===== src/rtl/bmhq_pkg.sv =====
// Shared types and constants for the binary min-heap queue unit.
`default_nettype none
package bmhq_pkg;

    localparam int KEY_W        = 32;
    localparam int TAG_W        = 16;
    localparam int ENT_W        = KEY_W + TAG_W;
    localparam int CMP_W        = 32;
    localparam int DEF_CAPACITY = 64;

    typedef enum logic [2:0] {
        F_INSERT = 3'd0,
        F_DELETE = 3'd1,
        F_PEEK   = 3'd2,
        F_LOAD   = 3'd3,
        F_BUILD  = 3'd4,
        F_CLEAR  = 3'd5
    } t_func;

    typedef enum logic [1:0] {
        E_NONE  = 2'd0,
        E_EMPTY = 2'd1,
        E_FULL  = 2'd2
    } t_err;

    typedef enum logic [4:0] {
        OP_NONE,
        OP_CAPTURE,
        OP_ERR_EMPTY,
        OP_ERR_FULL,
        OP_INS_START,
        OP_INS_RD,
        OP_INS_MOVE,
        OP_WR_V,
        OP_LOAD,
        OP_TOP_RD,
        OP_TOP_OUT,
        OP_RM_RD,
        OP_V_Q,
        OP_SD_L,
        OP_SD_LW,
        OP_SD_RW,
        OP_SD_MOVE,
        OP_BLD_INIT,
        OP_BLD_NEXT
    } t_dp_op;

    typedef enum logic [3:0] {
        S_IDLE,
        S_DISP,
        S_INS_LOOP,
        S_INS_CHK,
        S_TOP_WAIT,
        S_RM,
        S_RM_WAIT,
        S_SD_L,
        S_SD_LW,
        S_SD_RW,
        S_SD_DEC,
        S_BLD_LOOP,
        S_BLD_WAIT,
        S_CLR_LOOP,
        S_DONE
    } t_state;

    typedef struct packed {
        logic lc_ok;
        logic rc_ok;
        logic node_zero;
        logic par_gt;
        logic best_is_node;
        logic empty;
        logic full;
        logic bld_zero;
    } t_dp_stat;

endpackage
`default_nettype wire


===== src/rtl/binary_min_heap_queue_unit.sv =====
// Top level of the binary min-heap priority queue unit.
//
//  channel   handshake                  payload
//  request   start & !busy              i_func, i_key, i_tag
//  result    o_done, one cycle          o_out_key, o_out_tag, o_out_valid,
//                                       o_error, o_count, o_compare_total
//
// Insert climbs one level per parent read and key compare. Sift-down works
// one level at a time, each level being one or two reads of the
// single-read-port entry RAM and a key compare; build and clear run
// sift-down once per node or per entry and so scale with count.
// Reset (synchronous, active low) empties the heap and zeroes the compare
// total; RAM contents are not cleared. busy is high from accept through the
// result cycle; the receiver cannot stall, o_done is a one-cycle pulse.
`default_nettype none
module binary_min_heap_queue_unit
    import bmhq_pkg::*;
#(
    parameter int CAPACITY = DEF_CAPACITY,
    localparam int CW = $clog2(CAPACITY + 1)
) (
    input  wire logic             i_clk,
    input  wire logic             i_rst_n,
    input  wire logic             start,
    output      logic             busy,
    input  wire logic [2:0]       i_func,
    input  wire logic [KEY_W-1:0] i_key,
    input  wire logic [TAG_W-1:0] i_tag,
    output      logic             o_done,
    output      logic [KEY_W-1:0] o_out_key,
    output      logic [TAG_W-1:0] o_out_tag,
    output      logic             o_out_valid,
    output      logic [1:0]       o_error,
    output      logic [CW-1:0]    o_count,
    output      logic [CMP_W-1:0] o_compare_total
);
    t_dp_op   w_op;
    t_dp_stat w_stat;

    // sequencer: walks each operation as a string of datapath commands
    bmhq_ctrl u_ctrl (
        .i_clk  (i_clk),
        .i_rst_n(i_rst_n),
        .start  (start),
        .i_func (i_func),
        .i_stat (w_stat),
        .o_op   (w_op),
        .busy   (busy),
        .o_done (o_done)
    );

    // datapath: entry RAM plus node/child indexes, the sifted entry held in
    // a register (hole method), and the count and compare counters
    bmhq_dp #(.CAPACITY(CAPACITY)) u_dp (
        .i_clk          (i_clk),
        .i_rst_n        (i_rst_n),
        .i_op           (w_op),
        .i_key          (i_key),
        .i_tag          (i_tag),
        .o_stat         (w_stat),
        .o_out_key      (o_out_key),
        .o_out_tag      (o_out_tag),
        .o_out_valid    (o_out_valid),
        .o_error        (o_error),
        .o_count        (o_count),
        .o_compare_total(o_compare_total)
    );
endmodule
`default_nettype wire


===== src/rtl/bmhq_ram.sv =====
// Generic simple dual-port RAM with registered read.
`default_nettype none
module bmhq_ram #(
    parameter int WIDTH = 8,
    parameter int DEPTH = 16
) (
    input  wire logic                     i_clk,
    input  wire logic                     i_we,
    input  wire logic [$clog2(DEPTH)-1:0] i_waddr,
    input  wire logic [WIDTH-1:0]         i_wdata,
    input  wire logic [$clog2(DEPTH)-1:0] i_raddr,
    output      logic [WIDTH-1:0]         o_rdata
);
    logic [WIDTH-1:0] r_mem [DEPTH];

    always_ff @(posedge i_clk) begin
        if (i_we) begin
            r_mem[i_waddr] <= i_wdata;
        end
        o_rdata <= r_mem[i_raddr];
    end
endmodule
`default_nettype wire


===== src/rtl/bmhq_ctrl.sv =====
// Operation sequencer for the heap queue.
`default_nettype none
module bmhq_ctrl
    import bmhq_pkg::*;
(
    input  wire logic     i_clk,
    input  wire logic     i_rst_n,
    input  wire logic     start,
    input  wire logic [2:0] i_func,
    input  wire t_dp_stat i_stat,
    output      t_dp_op   o_op,
    output      logic     busy,
    output      logic     o_done
);
    t_state r_state, n_state;
    logic [2:0] r_func;

    always_ff @(posedge i_clk) begin
        if (!i_rst_n) begin
            r_state <= S_IDLE;
        end else begin
            r_state <= n_state;
        end
        if (r_state == S_IDLE && start) begin
            r_func <= i_func;
        end
    end

    // where a finished sift-down returns to
    t_state w_ret;
    always_comb begin
        unique case (r_func)
            F_BUILD: w_ret = S_BLD_LOOP;
            F_CLEAR: w_ret = S_CLR_LOOP;
            default: w_ret = S_DONE;
        endcase
    end

    always_comb begin
        n_state = r_state;
        o_op    = OP_NONE;
        unique case (r_state)
            S_IDLE: begin
                if (start) begin
                    o_op    = OP_CAPTURE;
                    n_state = S_DISP;
                end
            end
            S_DISP: begin
                unique case (r_func)
                    F_INSERT: begin
                        if (i_stat.full) begin
                            o_op = OP_ERR_FULL;  n_state = S_DONE;
                        end else begin
                            o_op = OP_INS_START; n_state = S_INS_LOOP;
                        end
                    end
                    F_DELETE, F_PEEK: begin
                        if (i_stat.empty) begin
                            o_op = OP_ERR_EMPTY; n_state = S_DONE;
                        end else begin
                            o_op = OP_TOP_RD;    n_state = S_TOP_WAIT;
                        end
                    end
                    F_LOAD: begin
                        o_op    = i_stat.full ? OP_ERR_FULL : OP_LOAD;
                        n_state = S_DONE;
                    end
                    F_BUILD: begin
                        o_op = OP_BLD_INIT; n_state = S_BLD_LOOP;
                    end
                    F_CLEAR: n_state = S_CLR_LOOP;
                    default: n_state = S_DONE;
                endcase
            end
            S_INS_LOOP: begin
                if (i_stat.node_zero) begin
                    o_op = OP_WR_V;   n_state = S_DONE;
                end else begin
                    o_op = OP_INS_RD; n_state = S_INS_CHK;
                end
            end
            S_INS_CHK: begin
                if (i_stat.par_gt) begin
                    o_op = OP_INS_MOVE; n_state = S_INS_LOOP;
                end else begin
                    o_op = OP_WR_V;     n_state = S_DONE;
                end
            end
            S_TOP_WAIT: begin
                o_op    = OP_TOP_OUT;
                n_state = (r_func == F_DELETE) ? S_RM : S_DONE;
            end
            S_RM: begin
                o_op = OP_RM_RD; n_state = S_RM_WAIT;
            end
            S_RM_WAIT: begin
                o_op = OP_V_Q; n_state = S_SD_L;
            end
            S_SD_L: begin
                if (i_stat.lc_ok) begin
                    o_op = OP_SD_L; n_state = S_SD_LW;
                end else begin
                    o_op = OP_WR_V; n_state = w_ret;
                end
            end
            S_SD_LW: begin
                o_op    = OP_SD_LW;
                n_state = i_stat.rc_ok ? S_SD_RW : S_SD_DEC;
            end
            S_SD_RW: begin
                o_op = OP_SD_RW; n_state = S_SD_DEC;
            end
            S_SD_DEC: begin
                if (i_stat.best_is_node) begin
                    o_op = OP_WR_V;    n_state = w_ret;
                end else begin
                    o_op = OP_SD_MOVE; n_state = S_SD_L;
                end
            end
            S_BLD_LOOP: begin
                if (i_stat.bld_zero) begin
                    n_state = S_DONE;
                end else begin
                    o_op = OP_BLD_NEXT; n_state = S_BLD_WAIT;
                end
            end
            S_BLD_WAIT: begin
                o_op = OP_V_Q; n_state = S_SD_L;
            end
            S_CLR_LOOP: begin
                if (i_stat.empty) begin
                    n_state = S_DONE;
                end else begin
                    o_op = OP_RM_RD; n_state = S_RM_WAIT;
                end
            end
            S_DONE:  n_state = S_IDLE;
            default: n_state = S_IDLE;
        endcase
    end

    assign busy   = (r_state != S_IDLE);
    assign o_done = (r_state == S_DONE);
endmodule
`default_nettype wire


===== src/rtl/bmhq_dp.sv =====
// Heap datapath: entry store, index registers, compare and counters.
`default_nettype none
module bmhq_dp
    import bmhq_pkg::*;
#(
    parameter int CAPACITY = DEF_CAPACITY,
    localparam int AW = (CAPACITY > 1) ? $clog2(CAPACITY) : 1,
    localparam int CW = $clog2(CAPACITY + 1)
) (
    input  wire logic             i_clk,
    input  wire logic             i_rst_n,
    input  wire t_dp_op           i_op,
    input  wire logic [KEY_W-1:0] i_key,
    input  wire logic [TAG_W-1:0] i_tag,
    output      t_dp_stat         o_stat,
    output      logic [KEY_W-1:0] o_out_key,
    output      logic [TAG_W-1:0] o_out_tag,
    output      logic             o_out_valid,
    output      logic [1:0]       o_error,
    output      logic [CW-1:0]    o_count,
    output      logic [CMP_W-1:0] o_compare_total
);
    logic [CW-1:0]    r_cnt;
    logic [CMP_W-1:0] r_cmp;
    logic [AW-1:0]    r_node, r_bidx, r_bld;
    logic [ENT_W-1:0] r_v, r_best;
    logic [KEY_W-1:0] r_okey;
    logic [TAG_W-1:0] r_otag;
    logic             r_oval;
    t_err             r_err;

    logic             w_we;
    logic [AW-1:0]    w_waddr, w_raddr;
    logic [ENT_W-1:0] w_wdata, w_q;

    bmhq_ram #(.WIDTH(ENT_W), .DEPTH(CAPACITY)) u_ram (
        .i_clk  (i_clk),
        .i_we   (w_we),
        .i_waddr(w_waddr),
        .i_wdata(w_wdata),
        .i_raddr(w_raddr),
        .o_rdata(w_q)
    );

    // child and parent indexes, two spare bits so 2i+2 never wraps
    logic [AW+1:0]    w_lc, w_rc, w_cnt_x;
    logic [AW-1:0]    w_par, w_cnt_a, w_cnt_m1;
    logic [KEY_W-1:0] w_qkey, w_vkey, w_bkey;

    assign w_lc     = {1'b0, r_node, 1'b1};
    assign w_rc     = w_lc + (AW+2)'(1);
    assign w_cnt_x  = (AW+2)'(r_cnt);
    assign w_par    = (r_node - AW'(1)) >> 1;
    assign w_cnt_a  = r_cnt[AW-1:0];
    assign w_cnt_m1 = w_cnt_a - AW'(1);
    assign w_qkey   = w_q[ENT_W-1:TAG_W];
    assign w_vkey   = r_v[ENT_W-1:TAG_W];
    assign w_bkey   = r_best[ENT_W-1:TAG_W];

    assign o_stat.lc_ok        = (w_lc < w_cnt_x);
    assign o_stat.rc_ok        = (w_rc < w_cnt_x);
    assign o_stat.node_zero    = (r_node == '0);
    assign o_stat.par_gt       = (w_qkey > w_vkey);
    assign o_stat.best_is_node = (r_bidx == r_node);
    assign o_stat.empty        = (r_cnt == '0);
    assign o_stat.full         = (r_cnt == CW'(CAPACITY));
    assign o_stat.bld_zero     = (r_bld == '0);

    always_comb begin
        w_we    = 1'b0;
        w_waddr = r_node;
        w_wdata = r_v;
        w_raddr = '0;
        case (i_op)
            OP_INS_RD:   w_raddr = w_par;
            OP_INS_MOVE: begin w_we = 1'b1; w_wdata = w_q; end
            OP_WR_V:     w_we = 1'b1;
            OP_LOAD:     begin w_we = 1'b1; w_waddr = w_cnt_a; end
            OP_RM_RD:    w_raddr = w_cnt_m1;
            OP_SD_L:     w_raddr = w_lc[AW-1:0];
            OP_SD_LW:    w_raddr = w_rc[AW-1:0];
            OP_SD_MOVE:  begin w_we = 1'b1; w_wdata = r_best; end
            OP_BLD_NEXT: w_raddr = r_bld - AW'(1);
            default:     ;
        endcase
    end

    always_ff @(posedge i_clk) begin
        if (!i_rst_n) begin
            r_cnt  <= '0;
            r_cmp  <= '0;
            r_oval <= 1'b0;
            r_err  <= E_NONE;
        end else begin
            case (i_op)
                OP_CAPTURE: begin
                    r_v    <= {i_key, i_tag};
                    r_okey <= '0;
                    r_otag <= '0;
                    r_oval <= 1'b0;
                    r_err  <= E_NONE;
                end
                OP_ERR_EMPTY: r_err <= E_EMPTY;
                OP_ERR_FULL:  r_err <= E_FULL;
                OP_INS_START: begin
                    r_node <= w_cnt_a;
                    r_cnt  <= r_cnt + CW'(1);
                end
                OP_INS_RD:   r_cmp  <= r_cmp + CMP_W'(1);
                OP_INS_MOVE: r_node <= w_par;
                OP_LOAD:     r_cnt  <= r_cnt + CW'(1);
                OP_TOP_OUT: begin
                    r_okey <= w_qkey;
                    r_otag <= w_q[TAG_W-1:0];
                    r_oval <= 1'b1;
                end
                OP_RM_RD: begin
                    r_cnt  <= r_cnt - CW'(1);
                    r_node <= '0;
                end
                OP_V_Q:  r_v   <= w_q;
                OP_SD_L: r_cmp <= r_cmp + CMP_W'(1);
                OP_SD_LW: begin
                    if (w_qkey < w_vkey) begin
                        r_bidx <= w_lc[AW-1:0];
                        r_best <= w_q;
                    end else begin
                        r_bidx <= r_node;
                        r_best <= r_v;
                    end
                    if (o_stat.rc_ok) begin
                        r_cmp <= r_cmp + CMP_W'(1);
                    end
                end
                OP_SD_RW: begin
                    if (w_qkey < w_bkey) begin
                        r_bidx <= w_rc[AW-1:0];
                        r_best <= w_q;
                    end
                end
                OP_SD_MOVE:  r_node <= r_bidx;
                OP_BLD_INIT: r_bld  <= AW'(r_cnt >> 1);
                OP_BLD_NEXT: begin
                    r_bld  <= r_bld - AW'(1);
                    r_node <= r_bld - AW'(1);
                end
                default: ;
            endcase
        end
    end

    assign o_out_key       = r_okey;
    assign o_out_tag       = r_otag;
    assign o_out_valid     = r_oval;
    assign o_error         = r_err;
    assign o_count         = r_cnt;
    assign o_compare_total = r_cmp;
endmodule
`default_nettype wire


===== config.mk =====
export PLATFORM = sky130hd
export DESIGN_NAME = binary_min_heap_queue_unit
export DESIGN_NICKNAME = d
export VERILOG_FILES = /design/src/rtl/bmhq_pkg.sv /design/src/rtl/binary_min_heap_queue_unit.sv /design/src/rtl/bmhq_ram.sv /design/src/rtl/bmhq_ctrl.sv /design/src/rtl/bmhq_dp.sv
export SDC_FILE = /design/constraint.sdc
export NUM_CORES = 2
export LEC_CHECK = 0
export BUFFER_PORTS_ARGS = -buffer_cell sky130_fd_sc_hd__buf_2
export CAP_MARGIN = 20
export CORE_UTILIZATION = 30
export CTS_BUF_LIST = sky130_fd_sc_hd__clkbuf_8
export CTS_CLUSTER_SIZE = 8
export DETAILED_ROUTE_END_ITERATION = 10
export GPL_TIMING_DRIVEN = 0
export PLACE_DENSITY = 0.44
export SETUP_SLACK_MARGIN = 0.15
export SLEW_MARGIN = 5
export SYNTH_ARGS = -nofsm -noshare
export SYNTH_HDL_FRONTEND = slang
export SYNTH_SLANG_ARGS = --single-unit
export TNS_END_PERCENT = 10

===== constraint.sdc =====
create_clock -name i_clk -period 11.3 [get_ports i_clk]
set_clock_uncertainty 0.2 [all_clocks]
set_input_delay 2.26 -clock i_clk [delete_from_list [all_inputs] [get_ports i_clk]]
set_output_delay 2.26 -clock i_clk [all_outputs]
set_load 0.005 [all_outputs]

==> reports/metrics.cfg <==
[route]
first_iter_violations=12300
wl_per_cell_um=32.1
antenna_left=0
viasPerCell=5.39
drt_wl_total_um=544000
drcViolationCount=0
via_count=91300
dr.pass1.iters=8

[final_layout]
drive_gt1_frac=0.156
num-nets-final=10700
final_cells=16900
fin_util=0.357
area_growth_pct=18.4
finalInstanceArea_sq_um=159000

[clock_network]
cts_hold_buf=0
ctsHtreeMaxLevel=6
insertion_delay_ns=1.25
cts_resized=0
clkSlewWorstSetupHoldPaths_ns=0.07
post-cts-setup-buffers=0
clock-root-buffer=clkbuf_8
clockBufferDepth=4
numClockSinks=3331
cts_made_buffers=586
cts_tree=yes

[yosys]
synth_area_leaders=edfxtp_1 73%, nand2_1 5.6%, and3_1 1.8%
async_flop_share=0
synth_top_area_share=0.726
synth_area_leader_cell=edfxtp_1
ys_types=96
synthSimpleGateAreaFrac=0.109
synth_seq_cells=3331
synth_top_family_by_area=simple AND/OR/NAND/NOR gates
synth_seq_area_share=0.740
synth_edf_count=3237
syn-num-nets=9698
yosys_warnings=0
synth_flop_cell=edfxtp_1
synth_fa_ha_area_frac=0.00818
syn_inst=9557
synth_compound_area_frac=0.0905
syn-cell-area_sq_um=134000
synthXorXnorAreaFrac=0.00379
synth_mux_area_frac=0.0227
synth_area_per_cell_sq_um=14.0

[power]
p_leak_nw=54.6
ir_drop_uv=147
power_density_nw_per_um2=283
power_mw=44.8

[timing]
clock.fmax_mhz=119
maxSlewHeadroom=0.150
post-route-period-util=0.746
setup_ws_ns=2.87
grt_setup_unrepaired=false
finalSetupViolations=0
hold_ws_ns=0.324
hold_viol_final=0
worst_pin_slew_ns=1.28
slew_viol_final=0
tns_ns=0
fin_crit_ns=8.43

[global_routing]
grt_pass1_wl_um=732000
grt_max_degree=65
grt_util_met3=0.0412
grt_pass1_vias=87200
grt.met1_usage=0.326
grt_antenna_before_repair=74
overflow=0
grt.busiest_layer=met2
grt_util_all_layers=0.234
grt_util_met2=0.367

[floorplanning]
start_util=0.301
core_sq_um=445000
die-area_sq_um=449000
rows=245
die_h_um=670
io_pins=146
chipWidth_um=670

[placement]
gp_congestion=0.900
pre_cts_slack_ns=2.62
port_buffers=144
post_dp_cell_area_sq_um=148000
hpwl_um=389000
dp.cells=15900

[run]
max_cap_violations=0

[setup_path]
path_max_fanout=10
crit_path_start_kind=flop
required_ns=12.15
end_kind=flop
criticalPathCategory=flop to flop
cp.arrival_ns=9.28

[status]
outcome=completed

[min_path]
hp-class=flop to flop

==> path summary, 6_finish.rpt <==
check,start,end,slack [ns],cells past startpoint
worst max-delay path,u_dp.u_ram.o_rdata[44]$_DFF_P_,u_dp.u_ram.o_rdata[11]$_DFF_P_,2.87,15
worst min-delay path,u_dp.o_compare_total[26]$_SDFFE_PN0P_,u_dp.o_compare_total[26]$_SDFFE_PN0P_,0.32,2
worst max register to register,u_dp.u_ram.o_rdata[44]$_DFF_P_,u_dp.u_ram.o_rdata[11]$_DFF_P_,2.87,15
worst min register to register,u_dp.o_compare_total[26]$_SDFFE_PN0P_,u_dp.o_compare_total[26]$_SDFFE_PN0P_,0.32,2
==> kinds of logic after synthesis <==
group                      after synthesis
muxes                                  293
AOI/OAI and AO/OA                     1806
buffers and inverters                  733
and+or+nand+nor                       3249
xor gates and xnor gates                58
DFF                                   3331
adders and majority gates               87
==> sequential cells by signal (all words and copies together), names as in the netlist, 7 cells and up <==
| signal | flops |
|---|---|
| u_dp.o_out_tag | 16 |
| u_dp.r_v | 48 |
| u_dp.r_best | 48 |
| u_dp.o_count | 7 |
| u_dp.o_compare_total | 32 |
| u_dp.u_ram.r_mem | 3072 |
| u_dp.u_ram.o_rdata | 48 |
| u_dp.o_out_key | 32 |
==> cell type report <==
| type | count | area (sq um) |
|---|---|---|
| Fill cell | 42900 | 286000 |
| Sequential cell | 3331 | 99100 |
| Multi-Input combinational cell | 5493 | 32500 |
| Clock buffer | 614 | 8450 |
| Tap cell | 5928 | 7420 |
| Timing Repair Buffer | 395 | 5600 |
| Buffer | 644 | 3120 |
| Clock inverter | 399 | 1930 |
| Inverter | 89 | 334 |
| Antenna cell | 47 | 118 |
==> per-layer routing <==
layer / share of wire / vias to the layer above
met5: 0.00015 / -
li1: - / 38500
met3: 0.082 / 805
met4: 0.036 / 14
met2: 0.46 / 4496
met1: 0.43 / 47500
==> power by group <==
| group | total, mW | switching [mW] | internal (mW) |
|---|---|---|---|
| Clock | 10.3 | 5.18 | 5.10 |
| Combinational | 18.9 | 14.3 | 4.66 |
| Sequential | 15.6 | 0.419 | 15.2 |
==> synth_stat cells (all sizes together), types with 30 or more instances <==
cell	instances
edfxtp	3237
nand2	2011
a21oi	429
nand3	420
and3	395
buf	362
clkbuf	282
a22oi	279
a31oi	238
a211oi	235
mux2i	207
o22ai	168
nor2	139
o21ai	139
dfxtp	94
inv	89
ha	86
mux2	86
nand4	71
nor4	51
a32oi	50
o31ai	41
and2	37
xnor2	37
nand2b	34
nor3	30
==> critical path, cell delays in order, from the launching register on <==
cell	delay [ns]
dfxtp_1	0.91
ha_1	0.27
nand4_1	0.17
nor4_2	0.65
nor3b_1	0.44
a2111o_1	0.31
a22oi_1	0.14
nor2b_1	0.92
buf_4	0.39
clkbuf_1	0.76
nand4_1	1.00
buf_2	0.53
o22ai_1	0.79
nor4_1	0.18
buf_2	0.23
and3_1	0.30
==> cells in the final DEF, fill, tap and decap left out, types with 86 or more instances in the layout <==
cell,synthesis,final
a211oi_1,233,232
nand2_1,2008,1960
clkbuf_1,281,280
nand3_1,419,419
a31oi_1,238,237
ha_1,86,86
buf_12,0,113
clkinv_1,0,108
mux2i_1,207,207
a22oi_1,279,279
and3_1,394,394
o22ai_1,168,168
dfxtp_1,94,94
inv_1,87,299
edfxtp_1,3237,3237
clkbuf_8,0,614
a21oi_1,427,427
buf_2,264,415
No activity file was read; power rests on OpenSTA's default activity.
